<file path="src/rtl/core/cevq_queue.sv">
module cevq_queue #(
  parameter int WIDTH = 8,
  parameter int ENTRIES = 4
) (
  input  logic             clk,
  input  logic             rst,
  input  logic             in_valid,
  output logic             in_ready,
  input  logic [WIDTH-1:0] in_data,
  output logic             out_valid,
  input  logic             out_ready,
  output logic [WIDTH-1:0] out_data
);

  localparam int IDX_W = (ENTRIES > 1) ? $clog2(ENTRIES) : 1;
  localparam int CNT_W = $clog2(ENTRIES + 1);

  logic [WIDTH-1:0] slots [ENTRIES];
  logic [IDX_W-1:0] head;
  logic [IDX_W-1:0] tail;
  logic [CNT_W-1:0] count;
  logic             push;
  logic             pop;

  function automatic logic [IDX_W-1:0] step(input logic [IDX_W-1:0] p);
    logic [IDX_W-1:0] res;
    res = (p == IDX_W'(ENTRIES - 1)) ? '0 : p + 1'b1;
    return res;
  endfunction

  assign in_ready  = count != CNT_W'(ENTRIES);
  assign out_valid = count != '0;
  assign out_data  = slots[head];
  assign push      = in_valid && in_ready;
  assign pop       = out_valid && out_ready;

  always_ff @(posedge clk) begin
    if (push) begin
      slots[tail] <= in_data;
    end
  end

  always_ff @(posedge clk) begin
    if (rst) begin
      head  <= '0;
      tail  <= '0;
      count <= '0;
    end else begin
      if (push) begin
        tail <= step(tail);
      end
      if (pop) begin
        head <= step(head);
      end
      if (push && !pop) begin
        count <= count + 1'b1;
      end else if (pop && !push) begin
        count <= count - 1'b1;
      end
    end
  end

endmodule

</file>
<file path="config.mk">
export PLATFORM = sky130hd
export DESIGN_NAME = cevq_queue
export DESIGN_NICKNAME = d
export VERILOG_FILES = /design/src/rtl/core/cevq_queue.sv
export SDC_FILE = /design/constraint.sdc
export NUM_CORES = 1
export LEC_CHECK = 0
export BUFFER_PORTS_ARGS = -buffer_cell sky130_fd_sc_hd__buf_2
export CAP_MARGIN = 20
export CORE_AREA = 2 2 67 69
export CTS_CLUSTER_DIAMETER = 80
export DETAILED_ROUTE_END_ITERATION = 6
export DIE_AREA = 0 0 69 71
export PLACE_DENSITY_LB_ADDON = 0.05
export SKIP_LAST_GASP = 1
export SLEW_MARGIN = 0
export SYNTH_ARGS = -nofsm -noshare
export SYNTH_HDL_FRONTEND = slang
export SYNTH_SLANG_ARGS = --single-unit
</file>
<file path="constraint.sdc">
create_clock -name clk -period 2.7 [get_ports clk]
set_input_delay 0.405 -clock clk [delete_from_list [all_inputs] [get_ports clk]]
set_output_delay 0.405 -clock clk [all_outputs]
set_load 0.03 [all_outputs]
</file>
Yosys cells after proc, flatten, opt, wreduce, memory -nomap -nowiden
Memories as Yosys holds them, arrays and structs flattened. A register that Yosys moved wholly into a read port is not among the register bits.
Cells that the tools add are included.

word-level totals
  memories = 1
  output and inout bits = 10
  bits of input ports = 12
  bits in registers = 7
  logic and storage cells = 27
  bits in writable memories = 32

memory list
  name   words  width  read ports  clocked after memory_dff  wr ports  line  source
  slots  4      8      1           1                         1         18    logic [WIDTH-1:0] slots [ENTRIES];

cells by class
  reductions and logical operators = 8
  add/sub/neg operators = 4
  muxes and demuxes = 8
  equality and inequality tests = 3

operators by type and width
  cell                 number
  $mux 2               4
  $mux 3               2
  $add 2x1->2 const B  2
  $eq 2x2->1 const B   2
  $logic_and 1x1->1    4
  $add 3x1->3 const B  1
  $ne 3x3->1 const B   1
  $reduce_bool 3->1    1
  $sub 3x1->3 const B  1
  $logic_not 1->1      2
  $mux 1               2
  $reduce_bool 2->1    1

Depth between registers and ports, before layout
  depth in word-level cells = 6
  depth in mapped cells = 9
  depth with buffers taken out = 8

Worst setup path after synthesis
OpenSTA, ideal clock, no wires.

  kind = flip-flop to flip-flop
  start point = register count[0]
  end point = register count[2]
  period minus slack after synthesis = 2.271 ns
  required time = 2.630 ns
  path slack = 0.429 ns
  setup time = 0.070 ns
  arrival = 2.200 ns
  stages on the path, launching flop included = 10
  buffers on the path = 1
  path through = dfxtp_1 or3b_1 clkbuf_2 and2_4 ha_1 inv_1 fa_1 xor2_1 or3_2 a21oi_1

on the way
  longest elaborated chain between the ends = 5
  elaborated cells between the ends (all ways) = 13
  those cells by class = add/sub: 2; eq/ne: 1; mux: 2; reduce/logical: 8

RTL lines
  element                      line  source
  start: declaration           21    logic [CNT_W-1:0] count;
  start signal: assignment     56    count <= count + 1'b1;
  start signal: assignment     58    count <= count - 1'b1;
  $ne 3x3->1 *                 31    assign in_ready = count != CNT_W'(ENTRIES);
  net in_ready                 8     output logic in_ready,
  $logic_and 1x1->1 *          34    assign push = in_valid && in_ready;
  net push                     22    logic push;
  $logic_not 1->1              57    end else if (pop && !push) begin
  $logic_and 1x1->1            57
  $reduce_bool 2->1 (no line)  n/a

Mark *: on every way through the listed nets, which the timed path passes. The rest lies on a longest branch. The select of a mux whose other input is x is not followed.
A chain may end at the register's enable or synchronous reset.

Final worst setup path
  start point = register count[0]
  end point = register count[2]

on the way
  longest elaborated chain between the ends = 5
  elaborated cells between the ends (all ways) = 13
  those cells by class = add/sub: 2; eq/ne: 1; mux: 2; reduce/logical: 8

RTL lines
  element                      line
  $ne 3x3->1 *                 31
  $logic_and 1x1->1 *          34
  net push                     22
  $logic_not 1->1              57
  $logic_and 1x1->1            57
  $reduce_bool 2->1 (no line)  n/a

Marked as above.

==> metrics.cfg <==
[sta]
finClkSkew_ns = 0.01044
period_needed_ns = 2.238
setup_viol = 0
post-route-period-util_pct = 82.89
worst_hold_slack_ns = 0.3331
slew_headroom_pct = 60.43
finalHoldViolations = 0
rsz0062_at_grt = no
drv_slew = 0
finalSetupTns_ns = 0
max_freq_mhz = 446.8
tightestPinTransition_ns = 0.5928
fin_ws_ns = 0.4619

[run]
drv_cap = 0

[clock_tree]
clock_path_buffers = 2
numCtsBuffers = 5
cts_sinks = 41
cts.repair.resized = 0
h-tree-depth = 2
cts-root-buf = clkbuf_8
clk_pin_slew_ns = 0.08
post_cts_buffers = 0
cts_tree = done
clk_latency_ns = 0.29
cts_hold_buffers = 0

[critical_path]
setup.worst_path.class = reg2reg
ff2ff_path_depth = 8
cp_slowest_cell = dfxtp_1
rrSetupSlack_ns = 0.46
timing.rr.end = count[2]$_SDFFE_PP0P_
cpLargestDelayFamily = simple AND/OR/NAND/NOR gates
worst-path-max-fanout = 7
arrival_ns = 2.46
cp.required_ns = 2.93
start_kind = flop
cp-end-kind = flop
crit_buf_inv = 1
slowest_delay_ns = 0.43
path_cells = or3b_1 > and2_4 > ha_1 > inv_1 > fa_1 > xor2_1 > or3_2 > a21oi_1
r2r_start = count[0]$_SDFFE_PP0P_

[die]
die-width_um = 69
initial_core_util_pct = 38.87
row_count = 24
io_pins = 22
die_h_um = 71
die-area_sq_mm = 0.004899
core_area_sq_mm = 0.004204

[placement]
dp_cells = 160
dpl.hpwl_um = 1735
dp_slack_ns = 0.4484
routabilityCongestion = 0.6958
io_buffers = 21

[detailed_routing]
top_layer = met4
drc = 0
first_pass_iters = 4
routed-wl-met3_um = 103
wl_met2_um = 1333
wl_met1_um = 997
num_vias = 813
routed_wirelength_um = 2485
drt_iter0_drc = 57
avgRoutedWirePerCell_um = 14.79
ant_nets = 0
via_per_inst = 4.839

[power_and_ir_drop]
ir_drop_uv = 426.8
total_leakage_power_nw = 0.7009
cellPowerDensity_mw_per_mm2 = 979.9

[grt]
antenna_found_initial = 0
grt_pass1_vias = 840
grt_overflow = 0
grt_pass1_wl_um = 3988
grt_max_degree = 13
grt_use_total_pct = 11.30

[yosys]
ys_ff_latch = 41
synth.avg_cell_area_sq_um = 18.16
ys_warn_count = 0
syn_inst = 90
syn-num-nets = 109
synth.cell_area_sq_mm = 0.001634
yosysSeqAreaShare_pct = 69.83
ys_types = 26

[final_layout]
final_nets = 134
fin_cells = 168
drive_gt1_share_pct = 37.93
layout.cells.most_common_list = edfxtp_1, buf_2, dfxtp_1
area_delta_synth_final_pct = 16.31
diodes = 0
final_common_cell = edfxtp_1

[worst_hold_path]
hold_depth = 1
min_from = in_data[5]
hold_path_class = in2reg
whs_endpoint = slots[1][5]$_DFFE_PP_

[status]
status = finished clean

## cell type report
class                           count  area [sq um]
Timing Repair Buffer               22         112.6
Multi-Input combinational cell     42         464.2
Clock buffer                        6         72.57
Tap cell                           52         65.06
Sequential cell                    41          1141
Inverter                            3         11.26
Fill cell                         372          2303
Clock inverter                      2         33.78
## metrics by stage
step	instance area, sq um	util, %	power [mW]
3_3_place_gp	1794	42.68	1.412
2_1_floorplan	1634	-	1.275
3_5_place_dp	1794	42.68	1.421
4_1_cts	1901	45.21	1.888
6_report	1901	45.21	1.862
5_1_grt	1901	45.21	1.991
## logic make-up (layout without fill, tap and decap cells)
group / Yosys count / after routing / share of synthesized area [%]
AO/OA/AOI/OAI: 5 / 5 / 2.144
XOR/XNOR: 2 / 2 / 1.072
adder cells (fa/ha/maj): 7 / 7 / 5.819
buffers and inverters: 7 / 33 / 1.760
flip-flops: 41 / 41 / 69.83
multiplexers: 11 / 11 / 12.86
AND/OR/NAND/NOR: 17 / 17 / 6.508
## how the worst max path moves through the flow
stage,startpoint,end,slack [ns],cells after the start
detailed placement,count[0]$_SDFFE_PP0P_,count[2]$_SDFFE_PP0P_,0.45,8
CTS,count[0]$_SDFFE_PP0P_,count[2]$_SDFFE_PP0P_,0.45,8
global route,count[0]$_SDFFE_PP0P_,count[2]$_SDFFE_PP0P_,0.29,8
global placement,count[0]$_SDFFE_PP0P_,count[2]$_SDFFE_PP0P_,0.54,8
floorplan,count[0]$_SDFFE_PP0P_,count[2]$_SDFFE_PP0P_,0.43,9
finish,count[0]$_SDFFE_PP0P_,count[2]$_SDFFE_PP0P_,0.46,8
## power by group
group	internal, mW	switching [mW]	leakage (nW)	total [mW]
Clock	0.273	0.187	0.0528	0.460
Sequential	0.776	0.0782	0.367	0.854
Combinational	0.237	0.311	0.281	0.548
Total	1.29	0.576	0.701	1.86
## sequential cells by signal, summed over array words and instances, names as in the netlist, named ones only
name / cells
slots: 32
head: 2
count: 3
tail: 2
## synthesized netlist by cell type
master	count	area, sq um
nand2b_1	2	12.51
dfxtp_1	9	180.2
nand3_1	1	5.000
o21ai_0	1	5.000
buf_2	1	5.000
o31ai_2	1	12.51
o31ai_1	1	7.510
nand2_1	1	3.750
or3_2	2	15.01
clkbuf_1	1	3.750
and2_4	1	8.760
and3_2	4	30.03
clkbuf_2	1	5.000
inv_1	3	11.26
nor3_1	1	5.000
ha_1	6	75.07
mux2i_1	3	30.03
a21oi_1	2	10.01
buf_1	1	3.750
nor2_1	3	11.26
or3b_1	1	8.760
fa_1	1	20.02
xor2_1	2	17.52
mux4_2	8	180.2
edfxtp_1	32	960.9
or3_1	1	6.260
## per-layer routing
layer	track usage [%]	up-vias
met4	5.882	0
met2	19.87	21
met1	12.05	394
met3	3.846	5
li1	-	393
met5	0	-
Note: power is estimated with default switching activity, not from simulation.
