<file path="config.mk">
export PLATFORM = sky130hd
export DESIGN_NAME = cevq_front
export DESIGN_NICKNAME = d
export VERILOG_FILES = /design/src/rtl/core/cevq_pkg.sv /design/src/rtl/core/cevq_front.sv
export SDC_FILE = /design/constraint.sdc
export NUM_CORES = 1
export LEC_CHECK = 0
export ABC_AREA = 1
export BUFFER_PORTS_ARGS = -buffer_cell sky130_fd_sc_hd__clkbuf_2
export CAP_MARGIN = 10
export CORE_ASPECT_RATIO = 2
export CORE_MARGIN = 2
export CORE_UTILIZATION = 26
export CTS_BUF_LIST = sky130_fd_sc_hd__clkbuf_8
export CTS_CLUSTER_DIAMETER = 30
export CTS_CLUSTER_SIZE = 16
export DETAILED_ROUTE_END_ITERATION = 6
export GPL_TIMING_DRIVEN = 0
export PLACE_DENSITY = 0.44
export REMOVE_ABC_BUFFERS = 1
export SLEW_MARGIN = 20
export SYNTH_ARGS = -nofsm -noshare
export SYNTH_HDL_FRONTEND = slang
export SYNTH_SLANG_ARGS = --single-unit
</file>
<file path="constraint.sdc">
create_clock -name clk -period 12.4 [get_ports clk]
set_clock_uncertainty 0.15 [all_clocks]
set_input_delay 0.62 -clock clk [delete_from_list [all_inputs] [get_ports clk]]
set_output_delay 0.62 -clock clk [all_outputs]
set_load 0.05 [all_outputs]
</file>
<file path="src/rtl/core/cevq_pkg.sv">
package cevq_pkg;

  localparam int DEPTH_W = 7;
  localparam int DROPS_W = 32;
  localparam int PAYLOAD_W = 64;
  localparam int MASK_W = 8;

  localparam logic REQ_ENQ  = 1'b0;
  localparam logic REQ_RECV = 1'b1;

  typedef enum logic [1:0] {
    ST_DONE    = 2'd0,
    ST_REFUSED = 2'd1,
    ST_INVALID = 2'd2
  } status_t;

  typedef enum logic [1:0] {
    MOP_NONE  = 2'd0,
    MOP_WRITE = 2'd1,
    MOP_READ  = 2'd2
  } mem_op_t;

  typedef struct packed {
    status_t              status;
    logic                 evicted;
    logic [DEPTH_W-1:0]   depth;
    logic [DROPS_W-1:0]   drops;
  } meta_t;

endpackage

</file>
<file path="src/rtl/core/cevq_front.sv">
module cevq_front #(
  parameter int NUM_CHANNELS = 8,
  parameter int QUEUE_SLOTS = 128,
  parameter int MEM_AW = 10
) (
  input  logic                             clk,
  input  logic                             rst,
  input  logic                             cfg_valid,
  output logic                             cfg_ready,
  input  logic [cevq_pkg::MASK_W-1:0]      cfg_data,
  input  logic                             in_valid,
  output logic                             in_ready,
  input  logic                             req_type,
  input  logic [7:0]                       channel,
  input  logic [cevq_pkg::PAYLOAD_W-1:0]   payload,
  output logic                             cmd_valid,
  input  logic                             cmd_ready,
  output cevq_pkg::mem_op_t                cmd_op,
  output logic [MEM_AW-1:0]                cmd_addr,
  output logic [cevq_pkg::PAYLOAD_W-1:0]   cmd_wdata,
  output cevq_pkg::meta_t                  cmd_meta
);
  import cevq_pkg::*;

  localparam int CH_W = (NUM_CHANNELS > 1) ? $clog2(NUM_CHANNELS) : 1;
  localparam int PTR_W = $clog2(QUEUE_SLOTS);

  logic [PTR_W-1:0]   rd_ptr [NUM_CHANNELS];
  logic [PTR_W-1:0]   wr_ptr [NUM_CHANNELS];
  logic [DROPS_W-1:0] drop_count;
  logic [MASK_W-1:0]  mask;

  logic               accept;
  logic               ch_ok;
  logic               oldest;
  logic [CH_W-1:0]    ch_idx;
  logic [PTR_W-1:0]   r;
  logic [PTR_W-1:0]   w;
  logic [PTR_W-1:0]   r_next;
  logic [PTR_W-1:0]   w_next;
  logic               upd_r;
  logic               upd_w;
  logic               upd_drop;
  logic [PTR_W-1:0]   mem_ptr;
  logic [DROPS_W-1:0] drop_count_next;
  logic [PTR_W-1:0]   fill;

  function automatic logic [PTR_W-1:0] ring_next(input logic [PTR_W-1:0] p);
    logic [PTR_W-1:0] res;
    res = (p == PTR_W'(QUEUE_SLOTS - 1)) ? '0 : p + 1'b1;
    return res;
  endfunction

  function automatic logic [PTR_W-1:0] ring_fill(input logic [PTR_W-1:0] wp,
                                                 input logic [PTR_W-1:0] rp);
    logic [PTR_W:0] t;
    t = {1'b0, wp} + (PTR_W+1)'(QUEUE_SLOTS) - {1'b0, rp};
    if (wp >= rp) begin
      t = {1'b0, wp} - {1'b0, rp};
    end
    return t[PTR_W-1:0];
  endfunction

  function automatic logic [DEPTH_W-1:0] to_depth(input logic [PTR_W-1:0] f);
    logic [DEPTH_W+PTR_W-1:0] e;
    e = {{DEPTH_W{1'b0}}, f};
    return e[DEPTH_W-1:0];
  endfunction

  assign cfg_ready = 1'b1;
  assign in_ready  = cmd_ready;
  assign cmd_valid = in_valid;
  assign accept    = in_valid && cmd_ready;

  assign ch_ok  = {1'b0, channel} < 9'(NUM_CHANNELS);
  assign ch_idx = channel[CH_W-1:0];
  assign oldest = (channel < 8'(MASK_W)) && mask[channel[2:0]];
  assign r      = rd_ptr[ch_idx];
  assign w      = wr_ptr[ch_idx];

  always_comb begin
    cmd_op          = MOP_NONE;
    mem_ptr         = w;
    r_next          = r;
    w_next          = w;
    upd_r           = 1'b0;
    upd_w           = 1'b0;
    upd_drop        = 1'b0;
    drop_count_next = drop_count;
    fill            = '0;
    cmd_meta.status  = ST_DONE;
    cmd_meta.evicted = 1'b0;
    if (!ch_ok) begin
      cmd_meta.status = ST_INVALID;
    end else begin
      unique case (req_type)
        REQ_ENQ: begin
          if (ring_next(w) != r) begin
            cmd_op = MOP_WRITE;
            w_next = ring_next(w);
            upd_w  = 1'b1;
            fill   = ring_fill(ring_next(w), r);
          end else if (oldest) begin
            cmd_op = MOP_WRITE;
            w_next = ring_next(w);
            r_next = ring_next(r);
            upd_w  = 1'b1;
            upd_r  = 1'b1;
            cmd_meta.evicted = 1'b1;
            fill   = PTR_W'(QUEUE_SLOTS - 1);
          end else begin
            cmd_meta.status = ST_REFUSED;
            upd_drop = 1'b1;
            if (drop_count != '1) begin
              drop_count_next = drop_count + 1'b1;
            end
            fill = PTR_W'(QUEUE_SLOTS - 1);
          end
        end
        REQ_RECV: begin
          if (r == w) begin
            cmd_meta.status = ST_REFUSED;
          end else begin
            cmd_op  = MOP_READ;
            mem_ptr = r;
            r_next  = ring_next(r);
            upd_r   = 1'b1;
            fill    = ring_fill(w, ring_next(r));
          end
        end
        default: begin
          cmd_meta.status = ST_INVALID;
        end
      endcase
    end
    cmd_meta.depth = to_depth(fill);
    cmd_meta.drops = drop_count_next;
  end

  assign cmd_addr  = MEM_AW'(ch_idx) * MEM_AW'(QUEUE_SLOTS) + MEM_AW'(mem_ptr);
  assign cmd_wdata = payload;

  always_ff @(posedge clk) begin
    if (rst) begin
      for (int i = 0; i < NUM_CHANNELS; i++) begin
        rd_ptr[i] <= '0;
        wr_ptr[i] <= '0;
      end
      drop_count <= '0;
      mask       <= '0;
    end else begin
      if (cfg_valid) begin
        mask <= cfg_data;
      end
      if (accept && upd_r) begin
        rd_ptr[ch_idx] <= r_next;
      end
      if (accept && upd_w) begin
        wr_ptr[ch_idx] <= w_next;
      end
      if (accept && upd_drop) begin
        drop_count <= drop_count_next;
      end
    end
  end

endmodule

</file>
Word level (Yosys, flattened, before mapping)

Memories as Yosys holds them, arrays and structs flattened.
Cells that the tools add are included.

Input port bits: 86
Flip-flop bits (word level): 40
Logic and storage cells: 97
Memory bits (writable): 112
Output and inout port bits: 121
Memories kept: 2

Bitwise logic cells: 1
Multiplexer cells: 65
Reductions and logical operators: 7
$add $sub $neg: 10
Equal/unequal tests: 5
Magnitude comparators: 5

Memory list:

| name   | words | width | rd ports | clocked after Yosys merged registers in | write ports | RTL line         | text |
|---|---|---|---|---|---|---|---|
| rd_ptr | 8     | 7     | 1        | 0                                       | 8           | cevq_front.sv:28 | `logic [PTR_W-1:0] rd_ptr [NUM_CHANNELS];` |
| wr_ptr | 8     | 7     | 1        | 0                                       | 8           | cevq_front.sv:29 | `logic [PTR_W-1:0] wr_ptr [NUM_CHANNELS];` |

Operators with widths:

| cell                                                                 | count |
|---|---|
| 32-bit 2-to-1 mux                                                    | 5 |
| 7-bit 2-to-1 mux                                                     | 20 |
| 32-bit by 1-bit adder with 32-bit output, second input constant      | 1 |
| 32-bit inequality test, second input constant                        | 1 |
| 7-bit by 1-bit adder with 7-bit output, second input constant        | 4 |
| 1-bit 2-to-1 mux                                                     | 28 |
| 7-bit case mux with 2 select lines                                   | 2 |
| 7-bit subtractor                                                     | 4 |
| 8-bit by 4-bit < comparator with 1-bit output, second input constant | 2 |
| 7-bit equality test, second input constant                           | 2 |
| 7-bit greater-or-equal comparator                                    | 2 |
| 7-bit OR reduction                                                   | 2 |
| 10-bit by 7-bit adder with 10-bit output                             | 1 |
| 2-bit 2-to-1 mux                                                     | 4 |
| 2-bit case mux with 2 select lines                                   | 2 |
| 7-bit equality test                                                  | 1 |
| 7-bit inequality test                                                | 1 |
| 3-bit 2-to-1 mux                                                     | 2 |
| 1-bit logical AND                                                    | 5 |
| 3-bit by 4-bit < comparator with 1-bit output, second input constant | 1 |
| 1-bit binary-select mux with 3-bit select                            | 1 |
| 1-bit case mux with 2 select lines                                   | 1 |
| 1-bit inverter                                                       | 1 |

Logic depth before layout (Yosys ltp)

Word-level depth: 13
Gate-level depth with buffers: 32
Mapped depth without buffers: 27

Worst setup path after synthesis

No wires, ideal clock.

Kind: input-to-output
Start point: in channel[0]
End point: out cmd_meta[37] (netlist name)
Stages on the path: 25
Path buffers: 3
Data arrival time: 4.337 ns
Slack: 7.293 ns
Required time: 11.630 ns
Path through: buf_6 > inv_8 > buf_6 > buf_6 > nand2_1 > nand2_1 > nand2_1 > nand2_1 > nand2_1 > nand2_1 > ha_1 > inv_1 > nor3_2 > nand3_1 > inv_2 > nand2_1 > nand2_1 > ha_1 > nand3_1 > and2_1 > inv_1 > a21oi_1 > o21ai_0 > xnor2_1 > o21ai_0

RTL lines:

| element            | RTL line         | text |
|---|---|---|
| start: declaration | cevq_front.sv:14 | `input logic [7:0] channel,` |
| end: declaration   | cevq_front.sv:21 | `output cevq_pkg::meta_t cmd_meta` |

Worst setup path in the final report

Start point: in channel[1]
End point: out cmd_op[0]

Longest elaborated chain between the ends: 7
Elaborated cells on any way between the ends: 15
Those cells by class: add/sub: 1; order compare: 2; eq/ne: 2; mux: 7; reduce/logical: 1; memory: 2

RTL lines:

| element                                                                            | RTL line                            | text |
|---|---|---|
| memory read 8 x 7 bit or 1-bit binary-select mux with 3-bit select (tied branches) | n/a                                 |  |
| 7-bit by 1-bit adder with 7-bit output, or another cell as far along               | cevq_front.sv:50                    | `res = (p == PTR_W'(QUEUE_SLOTS - 1)) ? '0 : p + 1'b1;` |
| 7-bit 2-to-1 mux or 1-bit logical AND (tied branches)                              | cevq_front.sv:50, cevq_front.sv:77  |  |
| 7-bit inequality test or 1-bit 2-to-1 mux (tied branches)                          | cevq_front.sv:98, cevq_front.sv:103 |  |
| 1-bit 2-to-1 mux                                                                   | cevq_front.sv:98                    | `if (ring_next(w) != r) begin` |
| 2-bit case mux with 2 select lines                                                 | cevq_front.sv:96                    | `unique case (req_type)` |
| 2-bit 2-to-1 mux *                                                                 | cevq_front.sv:93                    | `if (!ch_ok) begin` |
| end: declaration                                                                   | cevq_front.sv:18                    | `output cevq_pkg::mem_op_t cmd_op,` |

Mark *: on every way between the ends. The rest lies on a longest branch, timed or not. The select of a mux whose other input is x is not followed.

==> results.yml <==
run_status:
  status: "completed"
setup_path:
  worstReg2RegStart: "wr_ptr[0][0]"
  worstPathArrival_ps: 6280
  crit_start: "channel[1]"
  worst_setup_path_end_kind: "primary output"
  cp_data_required_time_ps: 11630
  critPathLaunchType: "input port"
  worstPathMaxFanout: 34
  worstSetupPathType: "input port to primary output"
place:
  place_area_um2: 10140
  place_congestion: 0.9038
  portBuffers: 77
  hpwl_mm: 26.89
  place_ws_ps: 5078
timing:
  final-hold-violation-count: 0
  finalCritPeriodShare_pct: 56.84
  slew_violations: 0
  maxSlewHeadroom_pct: 33.85
  worst_pin_slew_ps: 989.9
  setup_tns_ps: 0
  fin_hold_ws_ps: 217.2
  setup_viol: 0
  max_freq_mhz: 141.9
  rsz0062_at_grt: "no"
  final.setup.worst_slack_ps: 5352
  post-route-min-period_ps: 7048
clocking:
  clk_latency_ps: 490
  post-cts-setup-buffers: 0
  holdBufCountCts: 0
  root_buffer: "clkbuf_8"
  cts_resized: 0
  path_clk_slew_ps: 90
  cts.sinks: 152
  cts_tree: "done"
  cts.path.max_buffers: 2
  h-tree-depth: 4
  cts_inserted_buffers: 17
die:
  die_h_um: 281.0
  core_area_um2: 37910
  start_util_pct: 26.31
  die-area_um2: 40040
  rows: 101
  ios: 207
  dieWidth_um: 142.5
route:
  vias: 8518
  top_layer: "met5"
  dr.pass1.iters: 5
  ant_nets: 0
  drt-vias-per-instance: 4.714
  routedWlPerCell_um: 19.71
  wl_met1_mm: 12.16
  drt_iter0_markers: 402
  dr_wl_met2_mm: 19.36
  wl_mm: 35.62
  drc: 0
  wl_met3_mm: 2.955
final_layout:
  post-route-util_pct: 27.76
  syn2layout_area_growth_pct: 5.506
  layout_commonest_cell: "nand2_1"
  drive_above_1_share_pct: 12.73
  fin_area_um2: 10520
  final_nets: 1434
  layout_common_cells: "nand2_1, nor2_1, inv_1, edfxtp_1, clkbuf_2"
synth:
  ys_seq_elements: 152
  synth_area_um2: 9975
  syn_area_per_cell_um2: 7.427
  synth_edf_count: 112
  netlist_instances: 1343
  synth_ff_type: "edfxtp_1"
  yosysSeqAreaShare_pct: 41.75
  yosysWarnings: 0
  ys_types: 45
  synthArstFlopShare_pct: 0
global_routing:
  grt_pass1_vias: 8459
  grt_pass1_wl_mm: 53.03
  grt_max_degree: 63
  antenna_found_initial: 1
  grtUsageTotal_pct: 18.16
  grt_overflow: 0
pwr:
  worst_ir_drop_vdd_mv: 0.06485
  power.density_nw_per_um2: 108.3
  p_leak_nw: 4.961
min_path:
  min_from: "cfg_data[0]"
  min_path_type: "input port to flop"
run:
  max-cap-violations: 0
[routing by layer]
metal  global-route usage (%)  vias up
met5                    5.135        -
met4                    6.194        8
met3                    7.753       50
met2                    34.00      327
met1                    17.07     4010
li1                         -     4123
[worst max-delay path, stage by stage]
cell      delay [ps]
clkbuf_2         510
inv_2            740
nand2_1          170
nand2_1          110
nand2_1           70
nand2_2          200
ha_1             250
nand2_1           70
nor2_1           130
nand2_1          130
nor2_1           110
inv_1            110
nand3_1          100
inv_1             60
ha_1             370
nand2_1           70
nor3_1           670
nand3_2          440
inv_2            320
nand2_1           80
nand2_1          340
inv_2            250
clkbuf_2         310
[worst paths after layout]
kind | end | slack (ps) | cells past startpoint
worst min-delay path | mask[0] | 220 | 3
worst max-delay path | cmd_op[0] | 5350 | 23
worst min register to register | mask[5] | 370 | 2
worst max register to register | wr_ptr[1][2] | 6680 | 24
[layout make-up]
cell class / instances / area, um^2
flip-flops and latches: 152 / 4164
repair buffers: 78 / 415.4
well taps: 463 / 579.3
fillers: 4233 / 27390
clock buffers: 17 / 234.0
inverters: 178 / 675.6
clock inverters: 14 / 142.6
multi-input cells: 904 / 4310
diodes: 1 / 2.502
[synthesized netlist by cell type, types with 3 or more instances]
| library cell | instances | area (um^2) |
|---|---|---|
| o21a_1 | 7 | 52.55 |
| nand4_2 | 4 | 50.05 |
| nor2_1 | 169 | 634.4 |
| inv_1 | 163 | 611.8 |
| xor2_1 | 26 | 227.7 |
| buf_2 | 10 | 50.05 |
| inv_2 | 13 | 48.80 |
| nand4_1 | 14 | 87.58 |
| nor2_2 | 7 | 43.79 |
| nand2_2 | 13 | 81.33 |
| o21ai_4 | 5 | 81.33 |
| nor2_4 | 3 | 33.78 |
| buf_4 | 76 | 570.6 |
| nand2_4 | 9 | 101.4 |
| buf_6 | 12 | 135.1 |
| nand2_1 | 437 | 1640 |
| a21oi_1 | 42 | 210.2 |
| xnor2_1 | 6 | 52.55 |
| o21ai_0 | 49 | 245.2 |
| nor4_1 | 3 | 18.77 |
| clkbuf_1 | 9 | 33.78 |
| o21ai_1 | 13 | 65.06 |
| nand3_1 | 52 | 260.3 |
| nor3_1 | 10 | 50.05 |
| ha_1 | 15 | 187.7 |
| edfxtp_1 | 112 | 3363 |
| dfxtp_1 | 40 | 800.8 |
[where the power goes]
group / switching, mW / internal, mW
Sequential: 0.00407 / 0.557
Clock: 0.219 / 0.163
Combinational: 0.144 / 0.0531
[logic make-up (layout without fill, tap and decap cells)]
group	count (synthesis)	count (layout)	share of synthesized area, %
AND/OR/NAND/NOR	730	730	30.91
buffers and inverters	287	287	15.04
AO/OA/AOI/OAI	124	124	7.175
other	1	2	0.03760
XOR/XNOR	32	32	2.810
adder cells (fa/ha/maj)	17	17	2.283
flip-flops	152	152	41.75
[stage by stage]
step	power (mW)	instances
after global placement	0.7700	1774
after CTS	1.154	1806
after detailed placement	0.7712	1775
after floorplan	0.6986	1234
final	1.140	1807
after global routing	1.187	1807
[state kept, by name, summed over array words and instances (netlist names)]
register / flops
rd_ptr: 56
wr_ptr: 56
drop_count: 32
mask: 8
No activity file was read; power rests on OpenSTA's default activity.
